File: src/rtl/core/websocket_frame_fragmenter_core_defines.svh
// Assertion macros for the frame fragmenter core.
// Included by the modules that check their own logic; no other dependencies.
`ifndef WEBSOCKET_FRAME_FRAGMENTER_CORE_DEFINES_SVH
`define WEBSOCKET_FRAME_FRAGMENTER_CORE_DEFINES_SVH

`ifndef SYNTHESIS
`define WSF_ASSERT_IMPL(name, clk, rstn, ante, cons) \
    name: assert property (@(posedge clk) disable iff (!(rstn)) (ante) |-> (cons)) \
        else $error("assertion failed");
`define WSF_ASSERT_NEXT(name, clk, rstn, ante, cons) \
    name: assert property (@(posedge clk) disable iff (!(rstn)) (ante) |=> (cons)) \
        else $error("assertion failed");
`else
`define WSF_ASSERT_IMPL(name, clk, rstn, ante, cons)
`define WSF_ASSERT_NEXT(name, clk, rstn, ante, cons)
`endif

`endif

File: src/rtl/core/wsf_pkg.sv
// Types, codes and header builder for the frame fragmenter core.
// No dependencies.
package wsf_pkg;

    typedef enum logic [0:0] {
        CMD_START = 1'b0,
        CMD_DATA  = 1'b1
    } wsf_cmd_t;

    typedef enum logic [1:0] {
        ST_OK       = 2'd0,
        ST_CTRL_LEN = 2'd1,
        ST_NO_MSG   = 2'd2
    } wsf_status_t;

    localparam logic [31:0] MAX_FRAME_RESET = 32'd65536;
    localparam logic [7:0]  HDR_FIN         = 8'h80;
    localparam logic [7:0]  HDR_RSV1        = 8'h40;
    localparam logic [7:0]  HDR_OP_MASK     = 8'h0F;
    localparam logic [7:0]  LEN7_MASK       = 8'h7F;
    localparam logic [7:0]  LEN_CODE_16     = 8'd126;
    localparam logic [7:0]  LEN_CODE_64     = 8'd127;
    localparam logic [31:0] LEN16_MAX       = 32'd65535;
    localparam logic [31:0] CTRL_LEN_MAX    = 32'd125;
    localparam int          HDR_MAX_BYTES   = 10;
    localparam logic [3:0]  HDR_CNT_7       = 4'd2;
    localparam logic [3:0]  HDR_CNT_16      = 4'd4;
    localparam logic [3:0]  HDR_CNT_64      = 4'd10;

    typedef struct packed {
        wsf_cmd_t    command;
        logic [3:0]  opcode;
        logic [31:0] message_length;
        logic        compressed;
        logic [7:0]  data_byte;
    } wsf_in_t;

    typedef struct packed {
        logic [7:0]  out_byte;
        logic        is_header;
        logic        message_done;
        logic        last;
        wsf_status_t status;
    } wsf_out_t;

    typedef struct packed {
        logic [HDR_MAX_BYTES-1:0][7:0] bytes;
        logic [3:0]                    cnt;
    } wsf_hdr_t;

    // One item's worth of results: header bytes, then an optional data/error byte.
    typedef struct packed {
        wsf_hdr_t    hdr;
        logic        has_data;
        logic [7:0]  data_byte;
        logic        done;
        wsf_status_t status;
    } wsf_job_t;

    function automatic wsf_hdr_t build_header(logic [7:0] b0, logic [31:0] len);
        wsf_hdr_t h;
        h.bytes    = '0;
        h.bytes[0] = b0;
        if (len < {24'd0, LEN_CODE_16}) begin
            h.cnt      = HDR_CNT_7;
            h.bytes[1] = len[7:0] & LEN7_MASK;
        end else if (len <= LEN16_MAX) begin
            h.cnt      = HDR_CNT_16;
            h.bytes[1] = LEN_CODE_16;
            h.bytes[2] = len[15:8];
            h.bytes[3] = len[7:0];
        end else begin
            h.cnt      = HDR_CNT_64;
            h.bytes[1] = LEN_CODE_64;
            h.bytes[6] = len[31:24];
            h.bytes[7] = len[23:16];
            h.bytes[8] = len[15:8];
            h.bytes[9] = len[7:0];
        end
        return h;
    endfunction

endpackage

File: src/rtl/core/wsf_frame_ctrl.sv
// Message/fragment state and per-item result planning for the fragmenter.
// Depends on wsf_pkg and the core defines header.
`include "websocket_frame_fragmenter_core_defines.svh"

module wsf_frame_ctrl (
    input  logic             aclk,
    input  logic             aresetn,
    input  logic             in_valid,
    input  wsf_pkg::wsf_in_t in_item,
    input  logic [31:0]      max_frame_size,
    input  logic             job_ready,
    output logic             job_valid,
    output wsf_pkg::wsf_job_t job
);

    logic [31:0] msg_left_reg, msg_left_next;
    logic [31:0] frag_left_reg, frag_left_next;
    logic        first_frag_reg, first_frag_next;
    logic [3:0]  held_op_reg, held_op_next;
    logic        held_comp_reg, held_comp_next;
    logic        open_reg, open_next;

    logic        fire;
    logic        is_ctrl_in;
    logic [31:0] mx;
    logic [31:0] frag_size;
    logic [31:0] frag_cur;
    logic [7:0]  b0;

    assign job_valid = in_valid;
    assign fire      = in_valid && job_ready;
    assign is_ctrl_in = in_item.opcode[3];

    assign mx        = (max_frame_size == 32'd0) ? 32'd1 : max_frame_size;
    assign frag_size = (!held_op_reg[3] && msg_left_reg > mx) ? mx : msg_left_reg;
    assign frag_cur  = (frag_left_reg == 32'd0) ? frag_size : frag_left_reg;
    assign b0 = ((frag_size == msg_left_reg) ? wsf_pkg::HDR_FIN : 8'h00)
              | ((first_frag_reg && held_comp_reg) ? wsf_pkg::HDR_RSV1 : 8'h00)
              | (first_frag_reg ? ({4'h0, held_op_reg} & wsf_pkg::HDR_OP_MASK) : 8'h00);

    always_comb begin
        msg_left_next   = msg_left_reg;
        frag_left_next  = frag_left_reg;
        first_frag_next = first_frag_reg;
        held_op_next    = held_op_reg;
        held_comp_next  = held_comp_reg;
        open_next       = open_reg;

        job           = '0;
        job.status    = wsf_pkg::ST_OK;
        job.data_byte = in_item.data_byte;

        if (in_item.command == wsf_pkg::CMD_START) begin
            open_next       = 1'b0;
            msg_left_next   = 32'd0;
            frag_left_next  = 32'd0;
            first_frag_next = 1'b1;
            if (is_ctrl_in && in_item.message_length > wsf_pkg::CTRL_LEN_MAX) begin
                job.has_data  = 1'b1;
                job.data_byte = 8'h00;
                job.status    = wsf_pkg::ST_CTRL_LEN;
            end else if (in_item.message_length == 32'd0) begin
                job.hdr  = wsf_pkg::build_header(wsf_pkg::HDR_FIN | {4'h0, in_item.opcode},
                                                 32'd0);
                job.done = 1'b1;
            end else begin
                held_op_next   = in_item.opcode;
                held_comp_next = is_ctrl_in ? 1'b0 : in_item.compressed;
                msg_left_next  = in_item.message_length;
                open_next      = 1'b1;
            end
        end else if (!open_reg || msg_left_reg == 32'd0) begin
            job.has_data  = 1'b1;
            job.data_byte = 8'h00;
            job.status    = wsf_pkg::ST_NO_MSG;
        end else begin
            if (frag_left_reg == 32'd0) begin
                job.hdr         = wsf_pkg::build_header(b0, frag_size);
                first_frag_next = 1'b0;
            end
            job.has_data   = 1'b1;
            frag_left_next = frag_cur - 32'd1;
            msg_left_next  = msg_left_reg - 32'd1;
            if (msg_left_reg == 32'd1) begin
                job.done        = 1'b1;
                open_next       = 1'b0;
                first_frag_next = 1'b1;
                frag_left_next  = 32'd0;
            end
        end
    end

    always_ff @(posedge aclk) begin
        if (!aresetn) begin
            msg_left_reg   <= 32'd0;
            frag_left_reg  <= 32'd0;
            first_frag_reg <= 1'b1;
            held_op_reg    <= 4'd0;
            held_comp_reg  <= 1'b0;
            open_reg       <= 1'b0;
        end else if (fire) begin
            msg_left_reg   <= msg_left_next;
            frag_left_reg  <= frag_left_next;
            first_frag_reg <= first_frag_next;
            held_op_reg    <= held_op_next;
            held_comp_reg  <= held_comp_next;
            open_reg       <= open_next;
        end
    end

    `WSF_ASSERT_IMPL(a_open_has_bytes, aclk, aresetn, open_reg, msg_left_reg != 32'd0)
    `WSF_ASSERT_IMPL(a_frag_within_msg, aclk, aresetn, 1'b1, frag_left_reg <= msg_left_reg)
    `WSF_ASSERT_IMPL(a_closed_no_frag, aclk, aresetn, !open_reg, frag_left_reg == 32'd0)

endmodule

File: src/rtl/core/wsf_byte_emitter.sv
// Serializes one planned job into result items through the output register.
// Depends on wsf_pkg and the core defines header.
`include "websocket_frame_fragmenter_core_defines.svh"

module wsf_byte_emitter (
    input  logic              aclk,
    input  logic              aresetn,
    input  logic              job_valid,
    input  wsf_pkg::wsf_job_t job,
    output logic              job_ready,
    output logic              m_valid,
    input  logic              m_ready,
    output wsf_pkg::wsf_out_t m_item
);

    wsf_pkg::wsf_job_t job_reg;
    logic              job_valid_reg, job_valid_next;
    logic [3:0]        idx_reg, idx_next;
    logic              m_valid_reg, m_valid_next;
    wsf_pkg::wsf_out_t m_item_reg, m_item_next;

    logic [3:0] total;
    logic       cur_last;
    logic       out_free;
    logic       emit;
    logic       finish;
    logic       load;

    assign total    = job_reg.hdr.cnt + {3'b000, job_reg.has_data};
    assign cur_last = (idx_reg == total - 4'd1);
    assign out_free = !m_valid_reg || m_ready;
    assign emit     = job_valid_reg && (total != 4'd0) && out_free;
    assign finish   = job_valid_reg && ((total == 4'd0) || (emit && cur_last));
    assign job_ready = !job_valid_reg || finish;
    assign load     = job_valid && job_ready;

    always_comb begin
        job_valid_next = job_valid_reg;
        if (load) begin
            job_valid_next = 1'b1;
        end else if (finish) begin
            job_valid_next = 1'b0;
        end
        idx_next = idx_reg;
        if (load) begin
            idx_next = 4'd0;
        end else if (emit) begin
            idx_next = idx_reg + 4'd1;
        end
        m_valid_next = emit ? 1'b1 : (m_ready ? 1'b0 : m_valid_reg);
    end

    always_comb begin
        m_item_next              = m_item_reg;
        m_item_next.last         = cur_last;
        m_item_next.message_done = cur_last && job_reg.done;
        if (idx_reg < job_reg.hdr.cnt) begin
            m_item_next.out_byte  = job_reg.hdr.bytes[idx_reg];
            m_item_next.is_header = 1'b1;
            m_item_next.status    = wsf_pkg::ST_OK;
        end else begin
            m_item_next.out_byte  = job_reg.data_byte;
            m_item_next.is_header = 1'b0;
            m_item_next.status    = job_reg.status;
        end
    end

    always_ff @(posedge aclk) begin
        if (!aresetn) begin
            job_valid_reg <= 1'b0;
            idx_reg       <= 4'd0;
            m_valid_reg   <= 1'b0;
        end else begin
            job_valid_reg <= job_valid_next;
            idx_reg       <= idx_next;
            m_valid_reg   <= m_valid_next;
        end
    end

    always_ff @(posedge aclk) begin
        if (load) begin
            job_reg <= job;
        end
        if (emit) begin
            m_item_reg <= m_item_next;
        end
    end

    assign m_valid = m_valid_reg;
    assign m_item  = m_item_reg;

    `WSF_ASSERT_IMPL(a_idx_in_job, aclk, aresetn, job_valid_reg,
        idx_reg < total || total == 4'd0)
    `WSF_ASSERT_IMPL(a_err_single, aclk, aresetn,
        m_valid_reg && m_item_reg.status != wsf_pkg::ST_OK,
        m_item_reg.last && !m_item_reg.is_header)
    `WSF_ASSERT_NEXT(a_load_restarts, aclk, aresetn, load,
        job_valid_reg && idx_reg == 4'd0)

endmodule

File: src/rtl/core/websocket_frame_fragmenter_core.sv
// An accepted item passes the input register, the job register and the output register.
// Throughput: one item per cycle while each causes one result and m_ready is high; an item
// that opens a fragment holds the byte emitter for its header bytes plus its data byte.
// Emitter sets the rate: one result byte per cycle through the output register while m_ready is high.
// Reset: aresetn synchronous active low; clears the control state (not the data registers), max_frame_size = 65536.
module websocket_frame_fragmenter_core (
    input  logic              aclk,
    input  logic              aresetn,
    input  logic              s_valid,
    output logic              s_ready,
    input  wsf_pkg::wsf_in_t  s_item,
    output logic              m_valid,
    input  logic              m_ready,
    output wsf_pkg::wsf_out_t m_item,
    input  logic              cfg_wr_en,
    input  logic [31:0]       cfg_wr_data
);

    logic              in_valid_reg, in_valid_next;
    wsf_pkg::wsf_in_t  in_item_reg;
    logic [31:0]       max_frame_reg;
    logic              job_valid;
    logic              job_ready;
    wsf_pkg::wsf_job_t job;
    logic              s_fire;

    assign s_ready = !in_valid_reg || job_ready;
    assign s_fire  = s_valid && s_ready;

    always_comb begin
        in_valid_next = in_valid_reg;
        if (s_fire) begin
            in_valid_next = 1'b1;
        end else if (job_ready) begin
            in_valid_next = 1'b0;
        end
    end

    always_ff @(posedge aclk) begin
        if (!aresetn) begin
            in_valid_reg  <= 1'b0;
            max_frame_reg <= wsf_pkg::MAX_FRAME_RESET;
        end else begin
            in_valid_reg <= in_valid_next;
            if (cfg_wr_en) begin
                max_frame_reg <= cfg_wr_data;
            end
        end
    end

    always_ff @(posedge aclk) begin
        if (s_fire) begin
            in_item_reg <= s_item;
        end
    end

    wsf_frame_ctrl u_ctrl (
        .aclk           (aclk),
        .aresetn        (aresetn),
        .in_valid       (in_valid_reg),
        .in_item        (in_item_reg),
        .max_frame_size (max_frame_reg),
        .job_ready      (job_ready),
        .job_valid      (job_valid),
        .job            (job)
    );

    wsf_byte_emitter u_emit (
        .aclk      (aclk),
        .aresetn   (aresetn),
        .job_valid (job_valid),
        .job       (job),
        .job_ready (job_ready),
        .m_valid   (m_valid),
        .m_ready   (m_ready),
        .m_item    (m_item)
    );

endmodule
File: config.mk
export PLATFORM = sky130hd
export DESIGN_NAME = websocket_frame_fragmenter_core
export DESIGN_NICKNAME = d
export VERILOG_FILES = /design/src/rtl/core/wsf_pkg.sv /design/src/rtl/core/wsf_frame_ctrl.sv /design/src/rtl/core/wsf_byte_emitter.sv /design/src/rtl/core/websocket_frame_fragmenter_core.sv
export VERILOG_INCLUDE_DIRS = /design/src /design/src/rtl/core
export SDC_FILE = /design/constraint.sdc
export NUM_CORES = 1
export LEC_CHECK = 0
export BUFFER_PORTS_ARGS = -buffer_cell sky130_fd_sc_hd__buf_2
export CORE_MARGIN = 5
export CORE_UTILIZATION = 30
export DETAILED_ROUTE_END_ITERATION = 10
export PLACE_DENSITY = 0.49
export SLEW_MARGIN = 20
export SYNTH_ARGS = -nofsm -noshare
export SYNTH_HDL_FRONTEND = slang
export SYNTH_HIERARCHICAL = 1
export SYNTH_SLANG_ARGS = --single-unit
File: constraint.sdc
create_clock -name aclk -period 14.8 [get_ports aclk]
set_input_delay 2.22 -clock aclk [delete_from_list [all_inputs] [get_ports aclk]]
set_output_delay 2.22 -clock aclk [all_outputs]
set_load 0.1 [all_outputs]
==> key figures, run 1 <==
Global route
  • Total GRT Usage: between 10% and 20%
  • Vias in the first global route: 11630
  • Largest net degree at the start of global routing: 64
  • Antenna violations before repair: 0
  • First-pass GRT wire length: approximately 75 mm
  • GRT overflow: 0

Logic synthesis
  • Top_reg_cell synth: edfxtp_1
  • #FFs+latches synth: about 270
  • Synth async-reset ratio: 0%
  • Synth Instances: between 1000 and 1500
  • Seq/Total Area, Yosys: 46.56%
  • Synth warn: 6
  • Synth cell types: 90
  • Post-Syn Area: roughly 15000 um^2
  • Post-synth EDFFs: 155
  • Syn Area/Cell: slightly below 10 um^2

Layout
  • Fillers: 4972
  • # diodes: 0
  • Final nets: between 1500 and 2000
  • Max FFs per register: 96
  • P&R area growth vs syn: 13.86%
  • Share of layout cells above drive strength 1: between 10% and 20%

Timing
  • Slew HR: 25.10%
  • Clock Skew: about 20 ps
  • Maximum clock frequency: between 0.15 and 0.2 GHz
  • Tmin final: slightly above 6000 ps
  • Ratio of final minimum period to clock period: between 40 and 50%
  • Final Hold Violating Endpoints: 0
  • Slew of the pin with the lowest slew margin: roughly 1100 ps
  • Fin worst setup slack: between 8000 and 9000 ps
  • Setup Viol. Count Final: 0
  • Final Max Slew Viols: 0
  • Worst hold slack: approximately 470 ps
  • Final TNS setup: 0 ps
  • RSZ-0062 raised after global routing: no

Placement
  • Routability cong.: about 0.95
  • Dpl hpwl: 36.66 mm
  • # port buffers: just under 100
  • DP Worst Slack: 8742 ps

Die
  • Rows: just over 80
  • # IOs: 98
  • Die width: between 200 and 250 um
  • Initial core utilization: between 30 and 40%
  • Die height: around 230 um
  • Core area: just under 50000 um^2
  • Die footprint: ~54000 um^2

Power and ir drop
  • Leakage: 6.118 nW
  • Power density over cell area: 144.1 nW/um^2
  • Worst vdd rail ir drop: roughly 120 uV

Clock network
  • Cts bufs inserted: 31
  • CTS tree: done
  • Post-CTS setup buffer count: 0
  • Reg clk slew, reported paths: ~60 ps
  • Post_cts resized: 0
  • H-tree depth: 1
  • Clk_lat worst skew: 590 ps
  • Root buffer cell: clkbuf_16
  • Hold-fix buffers at CTS: 0
  • Clk buf depth: 3
  • # clock sinks: about 270

Worst setup path
  • Critical path type: flop to flop
  • CP Capture Type: flop
  • Critical path data required time: 15320 ps
  • Startpoint Class: flop
  • Crit path max fanout: 31
  • Critical path arrival: slightly below 7000 ps

Drt
  • Initial DRC Count: between 1000 and 1500
  • Drt first pass iters: 5
  • DRT antenna net count: 0
  • Vias per cell: around 5.3
  • Final wirelength: roughly 49 mm
  • Drt drc: 0
  • Routed wire length per instance: roughly 22 um
  • DR vias: about 12000

Run
  • Max Cap Viol: 0

Run status
  • Outcome: completed

Hold path
  • Hold WC Path Type: flop to flop
cell usage after synthesis (7+ instances only):
master	n	share of area (%)
a21oi_1	112	3.8
a21boi_0	8	0.41
a22oi_1	14	0.71
a32oi_1	8	0.48
nor3_1	49	1.7
clkbuf_1	47	1.2
and3_1	13	0.55
nor2b_1	52	2.2
o21ai_0	88	3.0
and2_1	38	1.6
a221oi_1	7	0.42
o22ai_1	28	1.2
nand3_1	28	0.95
inv_1	75	1.9
nor4_1	33	1.4
dfxtp_1	110	15
xnor2_1	22	1.3
mux2_2	16	1.2
mux2i_1	57	3.9
edfxtp_1	155	32
nand2_1	70	1.8
a21o_1	7	0.36
nor3b_1	7	0.36
buf_2	19	0.65
o211ai_1	8	0.41
mux4_2	16	2.4
nand4_1	19	0.81
buf_4	28	1.4
ha_1	44	3.7
nor2_1	159	4.1
a31oi_1	8	0.34
xor2_1	11	0.65
routing by layer:
metal,track usage (%),vias up,wire length (um)
li1,-,5610,-
met1,25.53,5792,22670
met2,29.39,424,22820
met3,2.487,75,2678
met4,4.228,0,1232
met5,0,-,0
layout by cell type, fill, tap and decap left out, types with 27 or more instances in the layout:
cell type and n:
o22ai_1 28, nor3_1 49, nor2_1 158, nand2_1 70, a21oi_1 111, o21ai_0 88, buf_2 97, inv_1 75
dfxtp_1 110, and2_1 37, clkbuf_16 31, ha_1 44, nand3_1 27, mux2i_1 57, nor2b_1 52, nor4_1 32
edfxtp_1 155
power by group:
group          internal (mW)  leakage, nW  switching, mW
logic                  0.270         3.24          0.518
registers              0.827         2.38         0.0389
clock network          0.449        0.496          0.313
total                   1.55         6.12          0.870
layout make-up:
type	instances	area, um^2	share of cell area, %
clock buffer	45	888.4	5.298
timing repair buffer	122	673.1	4.014
tap	664	830.8	4.954
sequential	265	6857	40.89
clock inverter	12	118.9	0.7088
inverter	75	281.5	1.679
multi-input combinational	1065	7119	42.46
critical path: stages (launching register included):
cell     delay, ps
dfxtp_1        360
nor4_1         400
and4_1         370
a31o_2         270
ha_1           140
nand4_1        110
nor4_2         430
a31o_2         270
a31o_2         540
nand2_1        100
buf_4          290
a21oi_1        530
nor2_1          80
nor2_1         110
ha_1           200
nand2_1         80
or3_1          340
a31oi_1        220
nand3_1        270
nor4_2         370
nand4_1        150
or4_1          410
nand3_1        100
through the flow:
stage	std cells	utilization, %	cell area (um^2)	total power [mW]
2_1_floorplan	1508	-	14800	1.446
3_3_place_gp	2191	32.32	15760	1.650
3_5_place_dp	2191	32.33	15760	1.650
4_1_cts	2248	34.40	16770	2.422
5_1_grt	2248	34.40	16770	2.532
6_report	2248	34.40	16770	2.416
path summary, 6_finish.rpt:
path / slack, ps / startpoint / cells after the start / end
max: 8570 / max_frame_reg[21] / 22 / u_ctrl/frag_left_reg[30]
min: 470 / u_ctrl/frag_left_reg[26] / 2 / u_ctrl/frag_left_reg[26]
max reg2reg: 8570 / max_frame_reg[21] / 22 / u_ctrl/frag_left_reg[30]
min reg2reg: 470 / u_ctrl/frag_left_reg[26] / 2 / u_ctrl/frag_left_reg[26]
kinds of logic (layout without fill, tap and decap cells):
| family | after synthesis | in the layout | synth area share (%) |
|---|---|---|---|
| xor gates and xnor gates | 33 | 33 | 1.962 |
| muxes | 90 | 90 | 7.620 |
| adders and majority gates | 44 | 44 | 3.738 |
| and+or+nand+nor | 511 | 511 | 18.14 |
| AOI/OAI and AO/OA | 367 | 367 | 16.07 |
| DFF | 265 | 265 | 46.56 |
| buffers and inverters | 178 | 254 | 5.896 |
| other | 1 | 20 | 0.02546 |
Note: power is estimated with default switching activity, not from simulation.
==> run 2: changes to the inputs <==
--- a/config.mk
+++ b/config.mk
@@ -6,11 +6,12 @@
 export SDC_FILE = /design/constraint.sdc
 export NUM_CORES = 1
 export LEC_CHECK = 0
+export ABC_AREA = 1
 export BUFFER_PORTS_ARGS = -buffer_cell sky130_fd_sc_hd__buf_2
 export CORE_MARGIN = 5
 export CORE_UTILIZATION = 30
 export DETAILED_ROUTE_END_ITERATION = 10
-export PLACE_DENSITY = 0.49
+export PLACE_DENSITY = 0.51
 export SLEW_MARGIN = 20
 export SYNTH_ARGS = -nofsm -noshare
 export SYNTH_HDL_FRONTEND = slang
==> constraint.sdc (replaced) <==
create_clock -name aclk -period 5.6 [get_ports aclk]
set_input_delay 0.84 -clock aclk [delete_from_list [all_inputs] [get_ports aclk]]
set_output_delay 0.84 -clock aclk [all_outputs]
set_load 0.1 [all_outputs]
==> key figures, run 2 <==
Run status
  • Outcome: completed

Global route
  • Met1 Use GR: 25.50%
  • Largest net degree at the start of global routing: 75
  • Vias in the first global route: ~13000
  • GRT overflow: 0
  • First-pass GRT wire length: between 80 and 90 mm
  • Total GRT Usage: a little under a fifth
  • Met2 usage: between 30 and 40%
  • Global route hottest layer: met2
  • Antenna violations before repair: 0
  • M3 GR Usage: 2.589%

Layout
  • P&R area growth vs syn: 14.38%
  • Most common cell after layout, fill and taps aside: nand2_1
  • # diodes: 0
  • Layout Cells excl Fill: 2756
  • Most frequent cells in the layout: nand2_1, nor2_1, inv_1
  • Share of layout cells above drive strength 1: 12.33%
  • Fillers: 5356
  • Max FFs per register: 96
  • Final nets: roughly 2200

Die
  • Die width: between 200 and 250 um
  • Core area: 50170 um^2
  • Rows: just over 80
  • Die footprint: 55390 um^2
  • # IOs: 98
  • Die height: 235.4 um
  • Initial core utilization: 30.37%

Logic synthesis
  • Synth cell types: slightly below 60
  • Yosys top cell area share: between 30% and 40%
  • Largest family of logic cells by synthesized area: simple AND/OR/NAND/NOR gates
  • Fraction of the mapped netlist area in simple logic gates: 28.89%
  • Post-synth EDFFs: between 150 and 200
  • Syn Area/Cell: approximately 7.7 um^2
  • Post-Syn Area: between 15000 and 20000 um^2
  • Synth async-reset ratio: 0%
  • Top_reg_cell synth: edfxtp_1
  • Synth warn: 6
  • #FFs+latches synth: roughly 270
  • Synth area leaders: edfxtp_1, dfxtp_1, nand2_1, nor2_1, inv_1
  • Area leader, netlist: edfxtp_1
  • Seq/Total Area, Yosys: a little under half
  • Synth Instances: around 2000
  • Post-synthesis adder-cell area fraction: around 3.6%
  • Most frequent cell after synthesis: nand2_1
  • Most common library cells after synthesis: nand2_1, nor2_1, inv_1
  • Post-Synth XOR/XNOR Area: 0.6899%
  • Multiplexer share of the synthesized area: 0%
  • Synth Area in Compound Gates: 12.59%

Timing
  • Worst hold slack: approximately 450 ps
  • Final TNS setup: 0 ps
  • RSZ-0062 raised after global routing: no
  • Fin worst setup slack: around 800 ps
  • Clock Skew: between 30 and 40 ps
  • Final Max Slew Viols: 0
  • Slew HR: a little under a third
  • Maximum clock frequency: about 0.21 GHz
  • Setup Viol. Count Final: 0
  • Tmin final: ~4800 ps
  • Slew of the pin with the lowest slew margin: a little over 1000 ps
  • Ratio of final minimum period to clock period: 85.66%
  • Final Hold Violating Endpoints: 0

Clock network
  • Clk buf depth: 3
  • Clk_lat worst skew: about 560 ps
  • Hold-fix buffers at CTS: 0
  • Root buffer cell: clkbuf_16
  • # clock sinks: 265
  • Reg clk slew, reported paths: approximately 70 ps
  • Post-CTS setup buffer count: 0
  • Post_cts resized: 0
  • H-tree depth: 2
  • Cts bufs inserted: 35
  • CTS tree: done

Worst setup path
  • Flop2flop setup slack: 800 ps
  • Critical path arrival: 5050 ps
  • Critical path type: flop to flop
  • Crit path max fanout: 49
  • Critical path data required time: between 5000 and 6000 ps
  • Crit. Startpoint: max_frame_reg[10]
  • Reg-to-Reg Start: max_frame_reg[10]
  • Critical R2R Capture: u_emit/job_reg[73]
  • CP Capture Type: flop
  • Startpoint Class: flop
  • R2R cell count: 27

Drt
  • Drt drc: 0
  • Vias per cell: 5.031
  • Final wirelength: ~53 mm
  • Initial DRC Count: 1229
  • Routed wire length per instance: 19.40 um
  • DR vias: 13870
  • Drt first pass iters: 5
  • DRT antenna net count: 0

Hold path
  • Hold_sp: s_item[44]
  • WHS Endpoint: in_item_reg[44]
  • Worst Hold Depth: 1
  • Hold WC Path Type: primary input to flop

Placement
  • # port buffers: 97
  • DP Worst Slack: 933.6 ps
  • Placed cells: roughly 2700
  • Dpl hpwl: ~40 mm
  • Routability cong.: 0.9648

Run
  • Max Cap Viol: 0
==> run 2: cell count changes after synthesis, sizes merged, moves of 57 or more <==
cell / delta
mux2i: -57
nand2: +358
nand3: +124
nor2: +156
inv: +136
==> run 2: kinds of logic (layout without fill, tap and decap cells) <==
kind of cell / Yosys count / in the layout
simple gates: 999 / 999
buf+inv: 318 / 404
other cells: 1 / 20
compound gates: 340 / 340
fa+ha+maj: 44 / 44
flops: 265 / 265
xor+xnor: 12 / 12
==> run 2: through the flow <==
stage          utilization (%)  instance area, um^2
2_1_floorplan                -                15310
3_3_place_gp             32.46                16290
3_5_place_dp             32.46                16290
4_1_cts                  34.73                17420
5_1_grt                  34.73                17430
6_report                 34.73                17430
==> run 2: worst max path at each step <==
stage                     slack (ps)  cells past startpoint            endpoint
after floorplan                 1130                     13      in_item_reg[0]
after global placement           990                     26  u_emit/job_reg[71]
after detailed placement         930                     27  u_emit/job_reg[73]
after CTS                        890                     27  u_emit/job_reg[73]
after global routing             560                     27  u_emit/job_reg[73]
final                            800                     27  u_emit/job_reg[73]
==> run 2: layer usage <==
layer	routed length, um	up-vias
li1	-	6767
met1	24020	6603
met2	24800	416
met3	3085	80
met4	1556	0
met5	0	-
==> run 2: worst max-delay path: stages (launching register included) <==
cell      delay (ps)
dfxtp_1          320
inv_1            110
nand4_1          120
nor3_1           210
nand3_1          160
nor2_1           130
nor2_1            90
inv_1             70
ha_1             130
inv_1             40
nand2_1           50
nand2_1           50
nand2_1           50
nand2_1           40
nand2_1           50
nand2_1           50
nand2_1           50
nand2_1           50
nand2_2           80
nand2_4          260
nand2_4          550
nor2_1           100
a21oi_1          670
nand3b_4         150
nor2_4           240
nor2_1            90
inv_2            420
nor2_1           130
==> run 2: area by class of cell <==
cell class              count  area [um^2]  share of cell area, %
clock buffers              47        950.9                  5.457
clock inverters            17        186.4                  1.070
inverters                 213        807.0                  4.631
multi-input cells        1415         7073                  40.59
flip-flops and latches    265         6857                  39.35
well taps                 672        840.8                  4.825
repair buffers            127        710.7                  4.078
Power of run 2 is not shown: default switching activity piles up to over one toggle a cycle in this logic, so the estimate is an artifact.
